## src/hw/rtl/pwmcap_pkg.sv

```systemverilog
// Shared constants, types and the microcode table of the PWM period/duty capture block.
// No dependencies; every other file of the block imports this package.
`default_nettype none

package pwmcap_pkg;

    // Timer and field widths
    localparam int CNT_BITS  = 16;
    localparam int CAP_W     = 16;
    localparam int OVF_W     = 16;
    localparam int TIME_W    = 32;
    localparam int TICK_W    = 24;
    localparam int DUTY_W    = 7;
    localparam int FREQ_W    = 24;

    localparam logic [CAP_W-1:0]  CAP_MASK   = (CNT_BITS >= CAP_W) ? {CAP_W{1'b1}} :
                                               CAP_W'((33'd1 << CNT_BITS) - 33'd1);
    localparam logic [OVF_W-1:0]  OVF_MAX    = {OVF_W{1'b1}};
    localparam logic [TICK_W-1:0] TICK_RESET = TICK_W'(1000000);
    localparam logic [DUTY_W-1:0] DUTY_SCALE = DUTY_W'(100);

    // Quotient bits per division pass
    localparam int DUTY_STEPS = DUTY_W;
    localparam int FREQ_STEPS = FREQ_W;
    localparam int STEP_W     = $clog2(FREQ_STEPS);

    // Event kinds
    localparam logic EVT_CAPTURE  = 1'b0;
    localparam logic EVT_OVERFLOW = 1'b1;

    // Capture phase
    typedef enum logic [1:0] {
        PH_RISE1 = 2'd0,
        PH_FALL  = 2'd1,
        PH_RISE2 = 2'd2
    } phase_t;

    // Datapath operation of one microcode step
    typedef enum logic [2:0] {
        OP_NOP,
        OP_EXEC,
        OP_LOAD_DUTY,
        OP_DIV_STEP,
        OP_LOAD_FREQ,
        OP_SAVE_FREQ,
        OP_EMIT
    } op_t;

    // Condition that holds the step counter in place
    typedef enum logic [1:0] {
        HOLD_NONE,
        HOLD_IN_EMPTY,
        HOLD_OUT_BUSY
    } hold_t;

    // Condition that takes the jump target instead of the next step
    typedef enum logic [1:0] {
        BR_NONE,
        BR_ALWAYS,
        BR_NO_DIV,
        BR_CNT_NZ
    } br_t;

    typedef logic [2:0] upc_t;

    localparam upc_t UPC_FETCH     = 3'd0;
    localparam upc_t UPC_EXEC      = 3'd1;
    localparam upc_t UPC_LOAD_DUTY = 3'd2;
    localparam upc_t UPC_DIV_DUTY  = 3'd3;
    localparam upc_t UPC_LOAD_FREQ = 3'd4;
    localparam upc_t UPC_DIV_FREQ  = 3'd5;
    localparam upc_t UPC_SAVE_FREQ = 3'd6;
    localparam upc_t UPC_EMIT      = 3'd7;

    typedef struct packed {
        op_t   op;
        hold_t hold;
        br_t   br;
        upc_t  target;
    } ucode_t;

    // Control program: one word per step
    function automatic ucode_t ucode_rom(upc_t pc);
        ucode_t w;
        unique case (pc)
            UPC_FETCH:     w = '{OP_NOP,       HOLD_IN_EMPTY, BR_NONE,   UPC_FETCH};
            UPC_EXEC:      w = '{OP_EXEC,      HOLD_NONE,     BR_NO_DIV, UPC_EMIT};
            UPC_LOAD_DUTY: w = '{OP_LOAD_DUTY, HOLD_NONE,     BR_NONE,   UPC_FETCH};
            UPC_DIV_DUTY:  w = '{OP_DIV_STEP,  HOLD_NONE,     BR_CNT_NZ, UPC_DIV_DUTY};
            UPC_LOAD_FREQ: w = '{OP_LOAD_FREQ, HOLD_NONE,     BR_NONE,   UPC_FETCH};
            UPC_DIV_FREQ:  w = '{OP_DIV_STEP,  HOLD_NONE,     BR_CNT_NZ, UPC_DIV_FREQ};
            UPC_SAVE_FREQ: w = '{OP_SAVE_FREQ, HOLD_NONE,     BR_NONE,   UPC_FETCH};
            UPC_EMIT:      w = '{OP_EMIT,      HOLD_OUT_BUSY, BR_ALWAYS, UPC_FETCH};
        endcase
        return w;
    endfunction

endpackage

`default_nettype wire

```

## src/hw/rtl/pwmcap_if.sv

```systemverilog
// Valid/ready channel interfaces for timer events in and measurement results out.
// Depends on pwmcap_pkg for field widths.
`default_nettype none

interface pwmcap_evt_if;
    import pwmcap_pkg::*;

    logic             valid;
    logic             ready;
    logic             event_kind;
    logic [CAP_W-1:0] capture_value;

    modport source (output valid, output event_kind, output capture_value, input ready);
    modport sink   (input valid, input event_kind, input capture_value, output ready);
endinterface

interface pwmcap_res_if;
    import pwmcap_pkg::*;

    logic              valid;
    logic              ready;
    logic              done_res;
    logic [DUTY_W-1:0] duty_percent;
    logic [FREQ_W-1:0] frequency_hz;
    logic              arm_rising;
    logic              error;

    modport source (output valid, output done_res, output duty_percent,
                    output frequency_hz, output arm_rising, output error, input ready);
    modport sink   (input valid, input done_res, input duty_percent,
                    input frequency_hz, input arm_rising, input error, output ready);
endinterface

`default_nettype wire

```

## src/hw/rtl/pwm_period_duty_capture.sv

```systemverilog
// Top level of the PWM period/duty capture block: microcoded sequencer and datapath.
// Depends on pwmcap_pkg and the channel interfaces in pwmcap_if.sv.
//
// Usage:
//   evt (sink): one request per timer event, a capture of the 16-bit counter or an
//   overflow. res (source): exactly one result request per event, in order.
//   cfg_we/cfg_wdata write the tick rate used as frequency dividend; write it only
//   while the block is idle.
// Processing:
//   An event that completes no measurement, or one in error, passes through fetch, execute and emit.
//   The third capture of a period, unless in error, runs two restoring divisions on
//   one shared subtract/compare unit, 7 steps for duty and 24 for frequency, one
//   quotient bit per cycle, plus load and save steps of the microcode program.
//   One event is processed at a time; evt.ready is high only in the fetch step.
// Reset:
//   Phase returns to awaiting the first rising edge, the overflow count and the
//   stored times clear, the tick rate returns to 1000000, no result is pending.
// Stall:
//   A result sits in the output register until res.ready; the emit step holds
//   while that register is occupied, so no further event is taken meanwhile.
`default_nettype none

module pwm_period_duty_capture (
    input  wire logic                         clk,
    input  wire logic                         rst_n,
    pwmcap_evt_if.sink                        evt,
    pwmcap_res_if.source                      res,
    input  wire logic                         cfg_we,
    input  wire logic [pwmcap_pkg::TICK_W-1:0] cfg_wdata
);
    import pwmcap_pkg::*;

    // Sequencer
    upc_t   pc_reg, pc_next;
    ucode_t uw;
    logic [STEP_W-1:0] cnt_reg, cnt_next;

    // Measurement state
    phase_t            phase_reg, phase_next;
    logic [OVF_W-1:0]  ovf_reg, ovf_next;
    logic [TIME_W-1:0] first_reg, first_next;
    logic [TIME_W-1:0] fall_reg, fall_next;
    logic [TICK_W-1:0] tick_reg, tick_next;

    // Latched event
    logic              kind_reg, kind_next;
    logic [CAP_W-1:0]  cap_reg, cap_next;

    // Divider datapath
    logic [TIME_W-1:0] on_reg, on_next;
    logic [TIME_W-1:0] total_reg, total_next;
    logic [TIME_W-1:0] rem_reg, rem_next;
    logic [FREQ_W-1:0] dvd_reg, dvd_next;
    logic [FREQ_W-1:0] quot_reg, quot_next;

    // Result fields under construction
    logic              done_reg, done_next;
    logic              err_reg, err_next;
    logic              arm_reg, arm_next;
    logic [DUTY_W-1:0] duty_reg, duty_next;
    logic [FREQ_W-1:0] freq_reg, freq_next;

    // Output register
    logic              out_valid_reg, out_valid_next;
    logic              out_done_reg, out_done_next;
    logic              out_err_reg, out_err_next;
    logic              out_arm_reg, out_arm_next;
    logic [DUTY_W-1:0] out_duty_reg, out_duty_next;
    logic [FREQ_W-1:0] out_freq_reg, out_freq_next;

    // Combinational helpers
    logic [TIME_W-1:0]   ext_time;
    logic                complete;
    logic                bad;
    logic                hold;
    logic                branch;
    logic                out_free;
    logic [TIME_W:0]     rem_sh;
    logic [TIME_W+1:0]   diff;
    logic                fits;
    logic [TIME_W+DUTY_W-1:0] prod;

    // Capture extended by the overflow count, wrapped to 32 bits
    function automatic logic [TIME_W-1:0] extend_time(logic [OVF_W-1:0] ovf,
                                                       logic [CAP_W-1:0] cap);
        logic [OVF_W+TIME_W-1:0] wide;
        wide = ((OVF_W+TIME_W)'(ovf) << CNT_BITS) + (OVF_W+TIME_W)'(cap & CAP_MASK);
        return wide[TIME_W-1:0];
    endfunction

    assign uw       = ucode_rom(pc_reg);
    assign evt.ready = (uw.hold == HOLD_IN_EMPTY);
    assign out_free = !out_valid_reg || res.ready;

    assign ext_time = extend_time(ovf_reg, cap_reg);
    assign complete = (kind_reg == EVT_CAPTURE) && (phase_reg == PH_RISE2);
    assign bad      = (ovf_reg >= OVF_MAX) || (fall_reg < first_reg) ||
                      (ext_time < fall_reg) || (ext_time == first_reg);

    // One restoring division step: shift in a dividend bit, try subtract
    assign rem_sh = {rem_reg, dvd_reg[FREQ_W-1]};
    assign diff   = {1'b0, rem_sh} - {2'b00, total_reg};
    assign fits   = !diff[TIME_W+1];

    // on * 100; top bits seed the remainder, low bits are shifted in
    assign prod = (TIME_W+DUTY_W)'(on_reg) * (TIME_W+DUTY_W)'(DUTY_SCALE);

    // Sequencer control: hold, branch or advance
    always_comb
    begin
        unique case (uw.hold)
            HOLD_IN_EMPTY: hold = !evt.valid;
            HOLD_OUT_BUSY: hold = !out_free;
            default:       hold = 1'b0;
        endcase
        unique case (uw.br)
            BR_ALWAYS: branch = 1'b1;
            BR_NO_DIV: branch = !(complete && !bad);
            BR_CNT_NZ: branch = (cnt_reg != '0);
            default:   branch = 1'b0;
        endcase
        if (hold)
        begin
            pc_next = pc_reg;
        end
        else if (branch)
        begin
            pc_next = uw.target;
        end
        else
        begin
            pc_next = pc_reg + upc_t'(1);
        end
    end

    // Datapath driven by the control word
    always_comb
    begin
        cnt_next   = cnt_reg;
        phase_next = phase_reg;
        ovf_next   = ovf_reg;
        first_next = first_reg;
        fall_next  = fall_reg;
        kind_next  = kind_reg;
        cap_next   = cap_reg;
        on_next    = on_reg;
        total_next = total_reg;
        rem_next   = rem_reg;
        dvd_next   = dvd_reg;
        quot_next  = quot_reg;
        done_next  = done_reg;
        err_next   = err_reg;
        arm_next   = arm_reg;
        duty_next  = duty_reg;
        freq_next  = freq_reg;

        out_valid_next = out_valid_reg;
        out_done_next  = out_done_reg;
        out_err_next   = out_err_reg;
        out_arm_next   = out_arm_reg;
        out_duty_next  = out_duty_reg;
        out_freq_next  = out_freq_reg;

        // Drop a result once the receiver takes it
        if (out_valid_reg && res.ready)
        begin
            out_valid_next = 1'b0;
        end

        // Config register write
        tick_next = cfg_we ? cfg_wdata : tick_reg;

        // Latch the event on acceptance
        if (evt.valid && evt.ready)
        begin
            kind_next = evt.event_kind;
            cap_next  = evt.capture_value;
        end

        unique case (uw.op)
            OP_NOP:
            begin
            end
            OP_EXEC:
            begin
                done_next = 1'b0;
                err_next  = 1'b0;
                duty_next = '0;
                freq_next = '0;
                if (kind_reg == EVT_OVERFLOW)
                begin
                    if (ovf_reg < OVF_MAX)
                    begin
                        ovf_next = ovf_reg + OVF_W'(1);
                    end
                    phase_next = (phase_reg == PH_FALL || phase_reg == PH_RISE2) ?
                                 phase_reg : PH_RISE1;
                end
                else
                begin
                    unique case (phase_reg)
                        PH_FALL:
                        begin
                            fall_next  = ext_time;
                            phase_next = PH_RISE2;
                        end
                        PH_RISE2:
                        begin
                            done_next  = 1'b1;
                            err_next   = bad;
                            on_next    = fall_reg - first_reg;
                            total_next = ext_time - first_reg;
                            ovf_next   = '0;
                            phase_next = PH_RISE1;
                        end
                        default:
                        begin
                            first_next = ext_time;
                            phase_next = PH_FALL;
                        end
                    endcase
                end
                arm_next = (phase_next != PH_FALL);
            end
            OP_LOAD_DUTY:
            begin
                rem_next  = prod[TIME_W+DUTY_W-1:DUTY_W];
                dvd_next  = {prod[DUTY_W-1:0], (FREQ_W-DUTY_W)'(0)};
                quot_next = '0;
                cnt_next  = STEP_W'(DUTY_STEPS - 1);
            end
            OP_DIV_STEP:
            begin
                rem_next  = fits ? diff[TIME_W-1:0] : rem_sh[TIME_W-1:0];
                dvd_next  = {dvd_reg[FREQ_W-2:0], 1'b0};
                quot_next = {quot_reg[FREQ_W-2:0], fits};
                cnt_next  = cnt_reg - STEP_W'(1);
            end
            OP_LOAD_FREQ:
            begin
                duty_next = quot_reg[DUTY_W-1:0];
                rem_next  = '0;
                dvd_next  = tick_reg;
                quot_next = '0;
                cnt_next  = STEP_W'(FREQ_STEPS - 1);
            end
            OP_SAVE_FREQ:
            begin
                freq_next = quot_reg;
            end
            OP_EMIT:
            begin
                if (out_free)
                begin
                    out_valid_next = 1'b1;
                    out_done_next  = done_reg;
                    out_err_next   = err_reg;
                    out_arm_next   = arm_reg;
                    out_duty_next  = duty_reg;
                    out_freq_next  = freq_reg;
                end
            end
            default:
            begin
            end
        endcase
    end

    // Control and measurement state
    always_ff @(posedge clk or negedge rst_n)
    begin
        if (!rst_n)
        begin
            pc_reg        <= UPC_FETCH;
            cnt_reg       <= '0;
            phase_reg     <= PH_RISE1;
            ovf_reg       <= '0;
            first_reg     <= '0;
            fall_reg      <= '0;
            tick_reg      <= TICK_RESET;
            out_valid_reg <= 1'b0;
        end
        else
        begin
            pc_reg        <= pc_next;
            cnt_reg       <= cnt_next;
            phase_reg     <= phase_next;
            ovf_reg       <= ovf_next;
            first_reg     <= first_next;
            fall_reg      <= fall_next;
            tick_reg      <= tick_next;
            out_valid_reg <= out_valid_next;
        end
    end

    // Payload registers
    always_ff @(posedge clk)
    begin
        kind_reg     <= kind_next;
        cap_reg      <= cap_next;
        on_reg       <= on_next;
        total_reg    <= total_next;
        rem_reg      <= rem_next;
        dvd_reg      <= dvd_next;
        quot_reg     <= quot_next;
        done_reg     <= done_next;
        err_reg      <= err_next;
        arm_reg      <= arm_next;
        duty_reg     <= duty_next;
        freq_reg     <= freq_next;
        out_done_reg <= out_done_next;
        out_err_reg  <= out_err_next;
        out_arm_reg  <= out_arm_next;
        out_duty_reg <= out_duty_next;
        out_freq_reg <= out_freq_next;
    end

    assign res.valid        = out_valid_reg;
    assign res.done_res     = out_done_reg;
    assign res.duty_percent = out_duty_reg;
    assign res.frequency_hz = out_freq_reg;
    assign res.arm_rising   = out_arm_reg;
    assign res.error        = out_err_reg;

endmodule

`default_nettype wire
```

## src/flat_wrapper.sv

```systemverilog
// flat-port wrapper written by rule: the top's interface ports become plain ports
module pwm_period_duty_capture_flat import pwmcap_pkg::*;
  (clk, rst_n, cfg_we, cfg_wdata, evt_valid, evt_event_kind, evt_capture_value, evt_ready, res_valid, res_done_res, res_duty_percent, res_frequency_hz, res_arm_rising, res_error, res_ready);
  pwmcap_evt_if evt_i ();
  pwmcap_res_if res_i ();
  input  wire logic clk;
  input  wire logic rst_n;
  input  wire logic cfg_we;
  input  wire logic [pwmcap_pkg::TICK_W-1:0] cfg_wdata;
  input wire logic [$bits(evt_i.valid)-1:0] evt_valid;
  input wire logic [$bits(evt_i.event_kind)-1:0] evt_event_kind;
  input wire logic [$bits(evt_i.capture_value)-1:0] evt_capture_value;
  output wire logic [$bits(evt_i.ready)-1:0] evt_ready;
  output wire logic [$bits(res_i.valid)-1:0] res_valid;
  output wire logic [$bits(res_i.done_res)-1:0] res_done_res;
  output wire logic [$bits(res_i.duty_percent)-1:0] res_duty_percent;
  output wire logic [$bits(res_i.frequency_hz)-1:0] res_frequency_hz;
  output wire logic [$bits(res_i.arm_rising)-1:0] res_arm_rising;
  output wire logic [$bits(res_i.error)-1:0] res_error;
  input wire logic [$bits(res_i.ready)-1:0] res_ready;
  assign evt_i.valid = evt_valid;
  assign evt_i.event_kind = evt_event_kind;
  assign evt_i.capture_value = evt_capture_value;
  assign evt_ready = evt_i.ready;
  assign res_valid = res_i.valid;
  assign res_done_res = res_i.done_res;
  assign res_duty_percent = res_i.duty_percent;
  assign res_frequency_hz = res_i.frequency_hz;
  assign res_arm_rising = res_i.arm_rising;
  assign res_error = res_i.error;
  assign res_i.ready = res_ready;
  pwm_period_duty_capture u_core (.clk(clk), .rst_n(rst_n), .evt(evt_i), .res(res_i), .cfg_we(cfg_we), .cfg_wdata(cfg_wdata));
endmodule
```

## config.mk

```make
export PLATFORM = sky130hd
export DESIGN_NAME = pwm_period_duty_capture_flat
export DESIGN_NICKNAME = d
export VERILOG_FILES = /design/src/hw/rtl/pwmcap_pkg.sv /design/src/hw/rtl/pwmcap_if.sv /design/src/hw/rtl/pwm_period_duty_capture.sv /design/src/flat_wrapper.sv
export SDC_FILE = /design/constraint.sdc
export NUM_CORES = 1
export LEC_CHECK = 0
export BUFFER_PORTS_ARGS = -buffer_cell sky130_fd_sc_hd__buf_2
export CORE_MARGIN = 2
export CORE_UTILIZATION = 39
export CTS_CLUSTER_SIZE = 40
export DETAILED_ROUTE_END_ITERATION = 10
export PLACE_DENSITY_LB_ADDON = 0.3
export SYNTH_ARGS = -nofsm -noshare
export SYNTH_HDL_FRONTEND = slang
export SYNTH_SLANG_ARGS = --single-unit
```

## constraint.sdc

```tcl
create_clock -name clk -period 4.31 [get_ports clk]
set_clock_uncertainty 0.2 [all_clocks]
set_input_delay 0.431 -clock clk [delete_from_list [all_inputs] [get_ports clk]]
set_output_delay 0.431 -clock clk [all_outputs]
set_load 0.01 [all_outputs]
```

==> flow_metrics.py <==
metrics = {
    "grt": {
        "grt_first_pass_wirelength_um": 77000,
        "antenna_found_initial": 0,
        "gr-total-overflow": 0,
        "grt_usage_pct": 16.5,
        "grt_max_degree": 80,
        "grt_pass1_vias": 15091,
    },
    "logic_synthesis": {
        "synth_edf_count": 229,
        "synth_top_area_cell": "edfxtp_1",
        "syn_nets": 2414,
        "ys_ff_latch": 344,
        "synth_area_per_cell_um2": 10.4,
        "synth_cell_types": 83,
        "synthXorXnorAreaFrac_pct": 4.89,
        "synth_compound_area_share_pct": 15.8,
        "netlist_instances": 2103,
        "synth_top_family_by_area": "adder cells",
        "yosysMostFrequentCell": "inv_1",
        "ys.flop_type": "edfxtp_1",
        "synth_top_area_share_pct": 31.5,
        "synthTopCellsByArea": "edfxtp_1 31%, ha_1 13%, dfrtp_1 12%, inv_1 4.4%, o21ai_0 3.1%",
        "synthAdderAreaFrac_pct": 16.2,
        "synthMuxAreaShare_pct": 2.29,
        "yosysWarnings": 0,
        "async_flop_share_pct": 33.4,
        "synthTopCellsByCount": "258 x inv_1, 235 x ha_1, 229 x edfxtp_1, 159 x nand2_1, 135 x o21ai_0",
        "synthSimpleGateAreaFrac_pct": 10.6,
        "ys_seq_area_share_pct": 44.7,
        "netlist_area_um2": 21800,
    },
    "sta": {
        "whs_ns": 0.0547,
        "finalCritPeriodShare_pct": 101,
        "hold_viol": 0,
        "fin_crit_ns": 4.36,
        "relSlewSlack_pct": 25.9,
        "grt_setup_unrepaired": "yes",
        "setup_viol": 1,
        "slew_violations": 0,
        "finalSetupTns_ns": -0.0472,
        "finalWorstSetupSlack_ns": -0.0472,
        "worstMarginPinSlew_ns": 1.11,
        "fmax_mhz": 230,
    },
    "pwr": {
        "cellLeakagePower_uw": 0.0113,
        "power_density_nw_per_um2": 710,
        "peakVddDrop_mv": 0.314,
    },
    "worst_setup_path": {
        "crit_fanout": 3,
        "crit_required_ns": 4.42,
        "worstReg2RegStart": "u_core.on_reg[7]$_DFFE_PP_",
        "worstPathCellList": "buf_6 -> ha_4 -> ha_4 -> inv_2 -> fa_2 -> inv_2 -> ha_4 -> a21o_1 -> a21oi_4 -> o21a_1 -> a31oi_4 -> a2111oi_4 -> o41ai_2 -> a21o_1 -> a221oi_2 -> xor2_1 -> o32ai_2",
        "crit_start": "u_core.on_reg[7]$_DFFE_PP_",
        "cp.buffers_inverters": 3,
        "cp_data_arrival_time_ns": 4.46,
        "r2r_end": "u_core.rem_reg[31]$_DFFE_PP_",
        "crit_path_top_delay_cell": "fa_2",
        "path_depth": 17,
        "end_kind": "register",
        "worst_path_most_repeated_cell": "ha_4",
        "crit_family": "compound AO/OA/AOI/OAI gates",
        "slowest_delay_ns": 0.52,
        "rrSetupSlack_ns": -0.05,
        "setup.worst_path.end": "u_core.rem_reg[31]$_DFFE_PP_",
        "reg2regPathDepth": 17,
        "start_kind": "register",
        "critPathKind": "reg -> reg",
    },
    "place": {
        "place_ws_ns": -0.207,
        "place_area_um2": 23500,
        "place_hpwl_um": 35100,
        "io_buffers": 81,
        "place_congestion": 0.837,
    },
    "routing": {
        "firstDrtPassIters": 6,
        "drcViolationCount": 0,
        "first_iter_violations": 879,
        "detail-route-antenna-nets": 0,
        "avgRoutedWirePerCell_um": 15.5,
        "drt-total-wl_um": 47700,
        "viasPerCell": 5.01,
        "vias": 15405,
    },
    "min_path": {
        "hold_path_depth": 3,
        "hold_class": "in -> reg",
    },
    "flow_run": {
        "drv_cap": 0,
    },
    "final_layout": {
        "diodes": 0,
        "regArea_um2": 9760,
        "drive_above_1_share_pct": 14.7,
        "fill_cells": 4984,
        "multi_input_area_um2": 11400,
        "area_growth_syn_to_layout_pct": 18.3,
        "fin_nets": 2603,
        "finalInstanceArea_um2": 25800,
    },
    "floorplanning": {
        "ioPinCount": 82,
        "die_height_um": 241,
        "start_util_pct": 39.6,
        "core_area_um2": 55200,
        "fp.dieW_um": 241,
        "dieArea_um2": 57900,
        "fp-row-count": 86,
    },
    "clocking": {
        "numCtsBuffers": 40,
        "clock_sinks": 344,
        "h-tree-depth": 2,
        "clk_latency_ns": 0.58,
        "cts_buffer_depth": 3,
        "clkTransAtPathRegs_ns": 0.06,
        "clockRootBuffer": "clkbuf_16",
        "cts_tree": "done",
    },
    "status": {
        "violations": "setup timing",
        "outcome": "complete, but fails checks",
    },
}
-- repair_timing --
action	in CTS	in global routing
gates resized for setup	10	64
hold buffers	42	0
buffers inserted	4	17
setup endpoints to repair	6	11
cloned	0	0
endpoints found under the hold margin	73	0
pin swaps	11	43
-- through the flow --
stage          total power, uW  std cells  utilization (%)
4_1_cts                  18200       3057             45.9
5_1_grt                  19800       3072             46.8
3_3_place_gp             14500       2937             42.6
6_report                 18300       3072             46.8
3_5_place_dp             14700       2937             42.6
2_1_floorplan            12400       2103                -
-- kinds of logic (layout without fill, tap and decap cells) --
group           count (synthesis)  count (layout)
fa+ha+maj                     265             265
flops                         344             344
xor+xnor                      122             122
buf+inv                       311             532
mux                            46              46
compound gates                525             525
simple gates                  490             490
-- worst min path at each step --
stage                                      start                               endpoint
2_1_floorplan                              rst_n          u_core.cnt_reg[0]$_DFFE_PN0P_
6_report                               res_ready             u_core.res.valid$_DFF_PN0_
5_1_grt                                res_ready             u_core.res.valid$_DFF_PN0_
4_1_cts                                res_ready             u_core.res.valid$_DFF_PN0_
3_3_place_gp    u_core.freq_reg[4]$_SDFFCE_PP0P_   u_core.res.frequency_hz[4]$_DFFE_PP_
3_5_place_dp   u_core.freq_reg[10]$_SDFFCE_PP0P_  u_core.res.frequency_hz[10]$_DFFE_PP_
-- placed cells by master (no fill, tap or decap), types with 55 or more instances in the layout --
master / count
inv_1: 251
o21ai_0: 131
a21oi_1: 98
edfxtp_1: 229
dfrtp_1: 108
buf_2: 80
nand2_1: 158
ha_1: 211
nor2_1: 108
xnor2_1: 68
a21o_1: 67
and2_1: 55
buf_4: 71
-- routing by layer --
metal | track usage [%] | vias to the layer above | share of wire (%)
met5 | 0 | - | 0
met4 | 5.25 | 0 | 2.5
met3 | 2.38 | 66 | 3.5
met2 | 25.8 | 249 | 45
met1 | 23.5 | 7232 | 49
li1 | - | 7858 | -
-- power breakdown --
part | leakage, uW | total [uW] | internal (uW) | switching, uW
registers | 0.00364 | 5780 | 5300 | 478
logic | 0.00708 | 9200 | 3840 | 5350
clock network | 0.000634 | 3360 | 1940 | 1420
total | 0.0113 | 18300 | 11100 | 7260
-- layout make-up --
type,count,area share [%]
inverters,259,3.76
repair buffers,199,5.60
clock buffers,53,4.22
well taps,748,3.62
flip-flops and latches,344,37.8
clock inverters,21,0.828
multi-input cells,1448,44.2
-- worst reg2reg max path, delay by kind of cell, from the launching register on --
kind                     cells  cell delay (ns)
AO/OA/AOI/OAI                9             1.85
XOR/XNOR                     1             0.20
buffers and inverters        3             0.24
adder cells (fa/ha/maj)      4             1.18
flip-flops                   1             0.44
Power figures use the tool's default switching activity.
